[src/rtl/cpe_pkg.sv]
// ---------------------------------------------------------------------------
// Critical path event times: shared package
// Types, codes and constants used by the front end, the back end and the top.
// ---------------------------------------------------------------------------
package cpe_pkg;

  // Default sizes.
  localparam int MAX_NODES_DEF   = 32;
  localparam int WEIGHT_BITS_DEF = 16;

  // Fixed field widths.
  localparam int TIME_W   = 22;
  localparam int MODE_W   = 2;
  localparam int NODE_W   = 5;
  localparam int EWGT_W   = 16;
  localparam int NCNT_W   = 6;
  localparam int MASK_W   = 4;
  localparam int STATUS_W = 2;
  localparam int CFG_DW   = 6;
  localparam int CFG_IW   = 1;

  localparam logic [TIME_W-1:0] TIME_MAX = {TIME_W{1'b1}};

  // Input mode codes.
  localparam logic [MODE_W-1:0] MODE_LOAD  = 2'd0;
  localparam logic [MODE_W-1:0] MODE_RUN   = 2'd1;
  localparam logic [MODE_W-1:0] MODE_CLEAR = 2'd2;

  // Result status codes.
  localparam logic [STATUS_W-1:0] ST_OK       = 2'd0;
  localparam logic [STATUS_W-1:0] ST_BACKWARD = 2'd1;
  localparam logic [STATUS_W-1:0] ST_EMPTY    = 2'd2;

  // Configuration register indexes.
  localparam logic [CFG_IW-1:0] CFG_NODE_COUNT  = 1'd0;
  localparam logic [CFG_IW-1:0] CFG_REPORT_MASK = 1'd1;

  // Report mask bits.
  localparam int RM_EARLY   = 0;
  localparam int RM_LATE    = 1;
  localparam int RM_RESERVE = 2;
  localparam int RM_CRIT    = 3;

  // Command queued from the front end to the back end.
  typedef enum logic [1:0] {
    OP_LOAD,
    OP_RUN,
    OP_CLEAR
  } op_e;

  typedef struct packed {
    op_e  op;
    logic backward;
  } cmd_t;

  // Back end sequencer states.
  typedef enum logic [3:0] {
    S_CLEAR,
    S_IDLE,
    S_FWD_RD,
    S_FWD_ACC,
    S_BWD_INIT,
    S_BWD_RD,
    S_BWD_ACC,
    S_RES,
    S_OUT_RD,
    S_OUT_ACC,
    S_EMIT,
    S_ERR
  } state_e;

endpackage

[src/rtl/cpe_front.sv]
// ---------------------------------------------------------------------------
// Critical path event times: front end
// Accepts words, classifies them into commands and queues them (depth two).
// ---------------------------------------------------------------------------
module cpe_front #(
  parameter int MAX_NODES   = cpe_pkg::MAX_NODES_DEF,
  parameter int WEIGHT_BITS = cpe_pkg::WEIGHT_BITS_DEF,
  localparam int AW = $clog2(MAX_NODES * MAX_NODES)
) (
  input  logic                         clk_i,
  input  logic                         rst_ni,
  input  logic                         start,
  input  logic                         hold_i,
  output logic                         busy,
  input  logic [cpe_pkg::MODE_W-1:0]   mode_i,
  input  logic [cpe_pkg::NODE_W-1:0]   from_node_i,
  input  logic [cpe_pkg::NODE_W-1:0]   to_node_i,
  input  logic [cpe_pkg::EWGT_W-1:0]   edge_weight_i,
  output logic                         cmd_valid_o,
  output cpe_pkg::cmd_t                cmd_o,
  output logic [AW-1:0]                cmd_addr_o,
  output logic [WEIGHT_BITS-1:0]       cmd_weight_o,
  input  logic                         cmd_pop_i
);

  cpe_pkg::cmd_t        ent_cmd_q [2];
  logic [AW-1:0]        ent_addr_q [2];
  logic [WEIGHT_BITS-1:0] ent_wgt_q [2];
  logic                 wr_ptr_q, rd_ptr_q;
  logic [1:0]           cnt_q;
  logic                 accept, push, in_range;
  cpe_pkg::cmd_t        new_cmd;

  assign busy     = (cnt_q == 2'd2) || hold_i;
  assign accept   = start && !busy;
  assign in_range = (int'(from_node_i) < MAX_NODES) && (int'(to_node_i) < MAX_NODES);

  // Classify the incoming word; unused modes and out-of-range loads are dropped.
  always_comb begin
    new_cmd.op       = cpe_pkg::OP_LOAD;
    new_cmd.backward = from_node_i > to_node_i;
    push             = 1'b0;
    case (mode_i)
      cpe_pkg::MODE_LOAD: begin
        new_cmd.op = cpe_pkg::OP_LOAD;
        push       = accept && in_range;
      end
      cpe_pkg::MODE_RUN: begin
        new_cmd.op = cpe_pkg::OP_RUN;
        push       = accept;
      end
      cpe_pkg::MODE_CLEAR: begin
        new_cmd.op = cpe_pkg::OP_CLEAR;
        push       = accept;
      end
      default: push = 1'b0;
    endcase
  end

  // Queue payload.
  always_ff @(posedge clk_i) begin
    if (push) begin
      ent_cmd_q[wr_ptr_q]  <= new_cmd;
      ent_addr_q[wr_ptr_q] <= AW'(AW'(from_node_i) * AW'(MAX_NODES) + AW'(to_node_i));
      ent_wgt_q[wr_ptr_q]  <= WEIGHT_BITS'(edge_weight_i);
    end
  end

  // Queue pointers and fill count.
  always_ff @(posedge clk_i or negedge rst_ni) begin
    if (!rst_ni) begin
      wr_ptr_q <= 1'b0;
      rd_ptr_q <= 1'b0;
      cnt_q    <= 2'd0;
    end else begin
      if (push) wr_ptr_q <= !wr_ptr_q;
      if (cmd_pop_i) rd_ptr_q <= !rd_ptr_q;
      cnt_q <= cnt_q + {1'b0, push} - {1'b0, cmd_pop_i};
    end
  end

  assign cmd_valid_o  = cnt_q != 2'd0;
  assign cmd_o        = ent_cmd_q[rd_ptr_q];
  assign cmd_addr_o   = ent_addr_q[rd_ptr_q];
  assign cmd_weight_o = ent_wgt_q[rd_ptr_q];

endmodule

[config.mk]
export PLATFORM = sky130hd
export DESIGN_NAME = cpe_front
export DESIGN_NICKNAME = d
export VERILOG_FILES = /design/src/rtl/cpe_pkg.sv /design/src/rtl/cpe_front.sv
export SDC_FILE = /design/constraint.sdc
export NUM_CORES = 1
export LEC_CHECK = 0
export ABC_CLOCK_PERIOD_IN_PS = 8300
export BUFFER_PORTS_ARGS = -buffer_cell sky130_fd_sc_hd__buf_2
export CORE_ASPECT_RATIO = 0.75
export CORE_UTILIZATION = 55
export DETAILED_ROUTE_END_ITERATION = 12
export GPL_TIMING_DRIVEN = 0
export PLACE_DENSITY = 0.83
export SETUP_SLACK_MARGIN = 0.02
export SYNTH_ARGS = -nofsm -noshare
export SYNTH_HDL_FRONTEND = slang
export SYNTH_SLANG_ARGS = --single-unit
[constraint.sdc]
create_clock -name clk_i -period 8.3 [get_ports clk_i]
set_clock_uncertainty 0.2 [all_clocks]
set_input_delay 0.415 -clock clk_i [delete_from_list [all_inputs] [get_ports clk_i]]
set_output_delay 0.415 -clock clk_i [all_outputs]
set_load 0.005 [all_outputs]
Yosys cells after proc, flatten, opt, wreduce, memory -nomap -nowiden
Memory sizes are Yosys's and may differ from the RTL's.
Index checks and enable logic that the tools add are counted.
{"block": "op_classes", "addsub": 3, "n_lt_le_gt_ge": 1, "eq_ne": 3, "mux": 4, "n_reduce_logical": 8}
{"op": "$add 10x5->10", "count": 1}
{"op": "$gt 5x5->1", "count": 1}
{"op": "$eq 2x2->1 const B", "count": 2}
{"op": "$pmux 2 s2", "count": 1}
{"op": "$logic_not 1->1", "count": 3}
{"op": "$mux 1", "count": 3}
{"op": "$reduce_or 3->1", "count": 1}
{"op": "$add 2x1->2", "count": 1}
{"op": "$eq 2x1->1 const B", "count": 1}
{"op": "$logic_not 2->1", "count": 1}
{"op": "$reduce_bool 2->1", "count": 1}
{"op": "$sub 2x1->2", "count": 1}
{"op": "$logic_and 1x1->1", "count": 1}
{"op": "$logic_or 1x1->1", "count": 1}
{"block": "word_totals", "reg_bits": 4, "ramBits": 58, "out_inout_bits": 31, "memories": 3}
{"name": "ent_wgt_q", "depth": 2, "word_bits": 16, "read_ports": 1, "rd_clocked_by_memory_dff": 0, "write_ports": 1, "line": "cpe_front.sv:28", "rtl": "logic [WEIGHT_BITS-1:0] ent_wgt_q [2];"}
{"name": "ent_addr_q", "depth": 2, "word_bits": 10, "read_ports": 1, "rd_clocked_by_memory_dff": 0, "write_ports": 1, "line": "cpe_front.sv:27", "rtl": "logic [AW-1:0] ent_addr_q [2];"}
{"name": "ent_cmd_q", "depth": 2, "word_bits": 3, "read_ports": 1, "rd_clocked_by_memory_dff": 0, "write_ports": 1, "line": "cpe_front.sv:26", "rtl": "cpe_pkg::cmd_t ent_cmd_q [2];"}

Logic depth before layout (Yosys ltp)
{"block": "depth", "depth_word": 7, "ltp_mapped": 7, "depth_no_buf": 7}

Worst setup path before layout
Ideal clock, no wire load.
{"block": "synth_path", "kind": "input -> register", "startpoint": "in start", "endpoint": "mem ent_addr_q[0][0] in the netlist's numbering (enable)", "setup_ns": 0.415, "arrival_time_ns": 2.184, "setup_slack_ns": 5.502, "cell_stages": 3, "path_buffers": 0, "cell_sequence": "a21bo_1 -> a211o_4 -> nor2_1"}
{"block": "synth_between", "elab_chain_len": 4}
{"element": "start: declaration", "line": "cpe_front.sv:12", "rtl": "input logic start,"}
{"element": "$logic_and 1x1->1", "line": "cpe_front.sv:35", "rtl": "assign accept = start && !busy;"}
{"element": "$mux 1", "line": "cpe_front.sv:43", "rtl": "case (mode_i)"}
{"element": "$mux 1", "line": "cpe_front.sv:62", "rtl": "if (push) begin"}
{"element": "$mux 1 (implied by the code)", "line": "cpe_front.sv:64", "rtl": "ent_addr_q[wr_ptr_q] <= AW'(AW'(from_node_i) * AW'(MAX_NODES) + AW'(to_node_i));"}
{"element": "end: declaration", "line": "cpe_front.sv:27"}
Every way passes these cells.

Final worst setup path
{"block": "layout_path", "startpoint": "reg cnt_q[0]", "endpoint": "mem ent_wgt_q[1][4] in the netlist's numbering (enable)"}
{"block": "layout_between", "elab_chain_len": 7}
{"element": "start: declaration", "line": "cpe_front.sv:30", "rtl": "logic [1:0] cnt_q;"}
{"element": "start signal: assignment", "line": "cpe_front.sv:78", "rtl": "cnt_q <= cnt_q + {1'b0, push} - {1'b0, cmd_pop_i};"}
{"element": "$eq 2x2->1", "line": "cpe_front.sv:34", "rtl": "assign busy = (cnt_q == 2'd2) || hold_i;"}
{"element": "$logic_or 1x1->1", "line": "cpe_front.sv:34"}
{"element": "$logic_not 1->1", "line": "cpe_front.sv:35"}
{"element": "$logic_and 1x1->1", "line": "cpe_front.sv:35"}
{"element": "$mux 1", "line": "cpe_front.sv:43"}
{"element": "$mux 1", "line": "cpe_front.sv:62"}
{"element": "$mux 1 (implied by the code)", "line": "cpe_front.sv:65", "rtl": "ent_wgt_q[wr_ptr_q] <= WEIGHT_BITS'(edge_weight_i);"}
{"element": "end: declaration", "line": "cpe_front.sv:28"}
Every way passes these cells.

==> metrics.yaml <==
synth.area.top_cells: "edfxtp_1 71%, mux2_2 13%, dfrtp_1 4.1%"
grt_pass1_wl_mm: 6.44
ys_seq_area_frac: 0.753
slew_headroom: 0.365
path_cells: "inv_1 -> a211o_4 -> nor2_2 -> buf_8"
crit_type: "register to register"
slowest_stage: "nor2_2"
vdd_drop_max_v: 0.000190
antenna_found_initial: 0
cp.required_ns: 8.14
status: "finished clean"
grt_pass1_vias: 1365
worstMarginPinSlew_ns: 0.952
grt_max_degree: 18
holdBufCountCts: 1
first_pass_iters: 4
synth_seq_cells: 62
fillCellCount: 278
power_density_mw_per_mm2: 283
initial_utilization: 0.589
postRouteAntennaNets: 0
fin_cells: 264
slew_viol_final: 0
diodes: 0
fin_tns_setup_ns: 0
clock_latency_ns: 0.32
drc: 0
placedCellCount: 248
synth_fp_nets: 168
wl_per_cell_um: 15.7
min_path_type: "primary input to register"
final_common_cell: "buf_2"
die_x_um: 79.0
cpPeakStageDelay_ns: 0.73
layout_common_cells: "66 x buf_2, 58 x edfxtp_1, 29 x mux2_2, 9 x inv_1, 9 x clkbuf_8"
core_area_mm2: 0.00415
clockBufferDepth: 2
yosysTopAreaCellShare: 0.712
gp_congestion: 0.766
grtUsageTotal: 0.201
hold_viol: 0
syn_inst: 128
cts_resized: 0
cts_setup_buffers: 0
hp-start: "edge_weight_i[13]"
finalSetupViolCount: 0
cts_buffers: 9
die_height_um: 59.8
synthToLayoutAreaGrowth_pct: 24.8
yosys_warnings: 0
start_kind: "register"
worstReg2RegStart: "cnt_q[0]$_DFF_PN0_"
root_buffer: "clkbuf_8"
p_leak_nw: 1.21
worst_setup_path_end_kind: "register"
hpwlAfterDp_mm: 2.98
drive_above_1_share: 0.545
mappedNetlistArea_mm2: 0.00245
path_max_fanout: 17
clkTransAtPathRegs_ns: 0.06
h-tree-depth: 3
synth_area_per_cell_um2: 19.1
nets: 245
dieArea_mm2: 0.00472
cts_tree: "yes"
max_freq_mhz: 436
rows: 20
synthDistinctLibCells: 21
viasPerCell: 5.11
startpoint: "cnt_q[0]$_DFF_PN0_"
port_buffers: 63
cts.sinks: 62
min_period_over_period: 0.276
wirelength_mm: 4.14
overflow: 0
arrival_ns: 2.13
io_pins: 64
synth_area_leader_cell: "edfxtp_1"
max_cap_violations: 0
period_needed_ns: 2.29
drt_iter0_drc: 67
rsz0062_at_grt: "no"
num_vias: 1350
[power breakdown]
| part | internal, mW | switching (mW) | leakage (nW) | total [mW] |
|---|---|---|---|---|
| logic | 0.123 | 0.105 | 0.549 | 0.227 |
| clock network | 0.133 | 0.104 | 0.0876 | 0.237 |
| registers | 0.384 | 0.0166 | 0.575 | 0.401 |
| total | 0.640 | 0.225 | 1.21 | 0.865 |
[worst max-delay path, delay by kind of cell (launching register included)]
family / cells / cell delay [ns]
AND/OR/NAND/NOR: 1 / 0.73
AO/OA/AOI/OAI: 1 / 0.37
buffers and inverters: 2 / 0.33
flip-flops: 1 / 0.37
[cell type report]
cell class | instances | area, um^2 | area share
plain buffers | 3 | 15.0 | 0.00492
clock buffers | 9 | 124 | 0.0406
clock inverters | 6 | 53.8 | 0.0176
inverters | 9 | 33.8 | 0.0111
multi-input cells | 54 | 561 | 0.184
flip-flops and latches | 62 | 1840 | 0.603
well taps | 55 | 68.8 | 0.0225
repair buffers | 66 | 355 | 0.116
[per-stage QoR]
step                hold WS (ns)   util  instance area [um^2]  total power [mW]  setup slack [ns]
global placement          0.0218  0.681                  2830             0.618              4.84
floorplan                -0.0806      -                  2450             0.543              5.50
finish                    0.0765  0.735                  3050             0.865              6.01
global route              0.0575  0.735                  3050             0.909              5.87
detailed placement        0.0309  0.690                  2870             0.637              5.73
CTS                       0.0552  0.735                  3050             0.875              5.97
[synthesized netlist by cell type]
cell type and count:
inv_1 9, xnor2_1 2, xnor2_2 1, ha_1 7
a211o_4 1, nand2_1 1, and2b_1 1, o21a_1 1
nand4_1 1, buf_2 3, a21bo_1 1, nor2b_1 1
edfxtp_1 58, or2_2 1, dfrtp_1 4, o221ai_1 1
a21o_1 1, xor2_1 1, nor2_1 2, a21oi_1 2
mux2_2 29
[worst paths after layout]
check,endpoint,slack [ns],cells after the start
max reg2reg,ent_wgt_q[1][4]$_DFFE_PP_,6.01,4
max in group asynchronous,wr_ptr_q$_DFFE_PN0P_,7.55,2
min in group asynchronous,cnt_q[1]$_DFF_PN0_,0.23,2
max,ent_wgt_q[1][4]$_DFFE_PP_,6.01,4
min reg2reg,wr_ptr_q$_DFFE_PN0P_,0.34,1
min,ent_wgt_q[0][13]$_DFFE_PP_,0.08,1
[layer usage]
layer | global-route usage | up-vias | share of wire
met4 | 0.0805 | 0 | 0.0065
met3 | 0.0992 | 4 | 0.059
li1 | - | 639 | -
met2 | 0.328 | 40 | 0.52
met5 | 0 | - | 0
met1 | 0.230 | 667 | 0.41
[logic make-up after synthesis]
group / share of synthesized area
AOI/OAI and AO/OA: 0.0251
xor gates and xnor gates: 0.0174
adders and majority gates: 0.0358
buffers and inverters: 0.0199
DFF: 0.753
muxes: 0.134
and+or+nand+nor: 0.0154
[sequential cells by signal (all words and copies together), names as in the netlist]
register,flops
cnt_q,2
ent_addr_q,20
ent_cmd_q,6
ent_wgt_q,32
rd_ptr_q,1
wr_ptr_q,1
(Power assumes the default switching activity.)
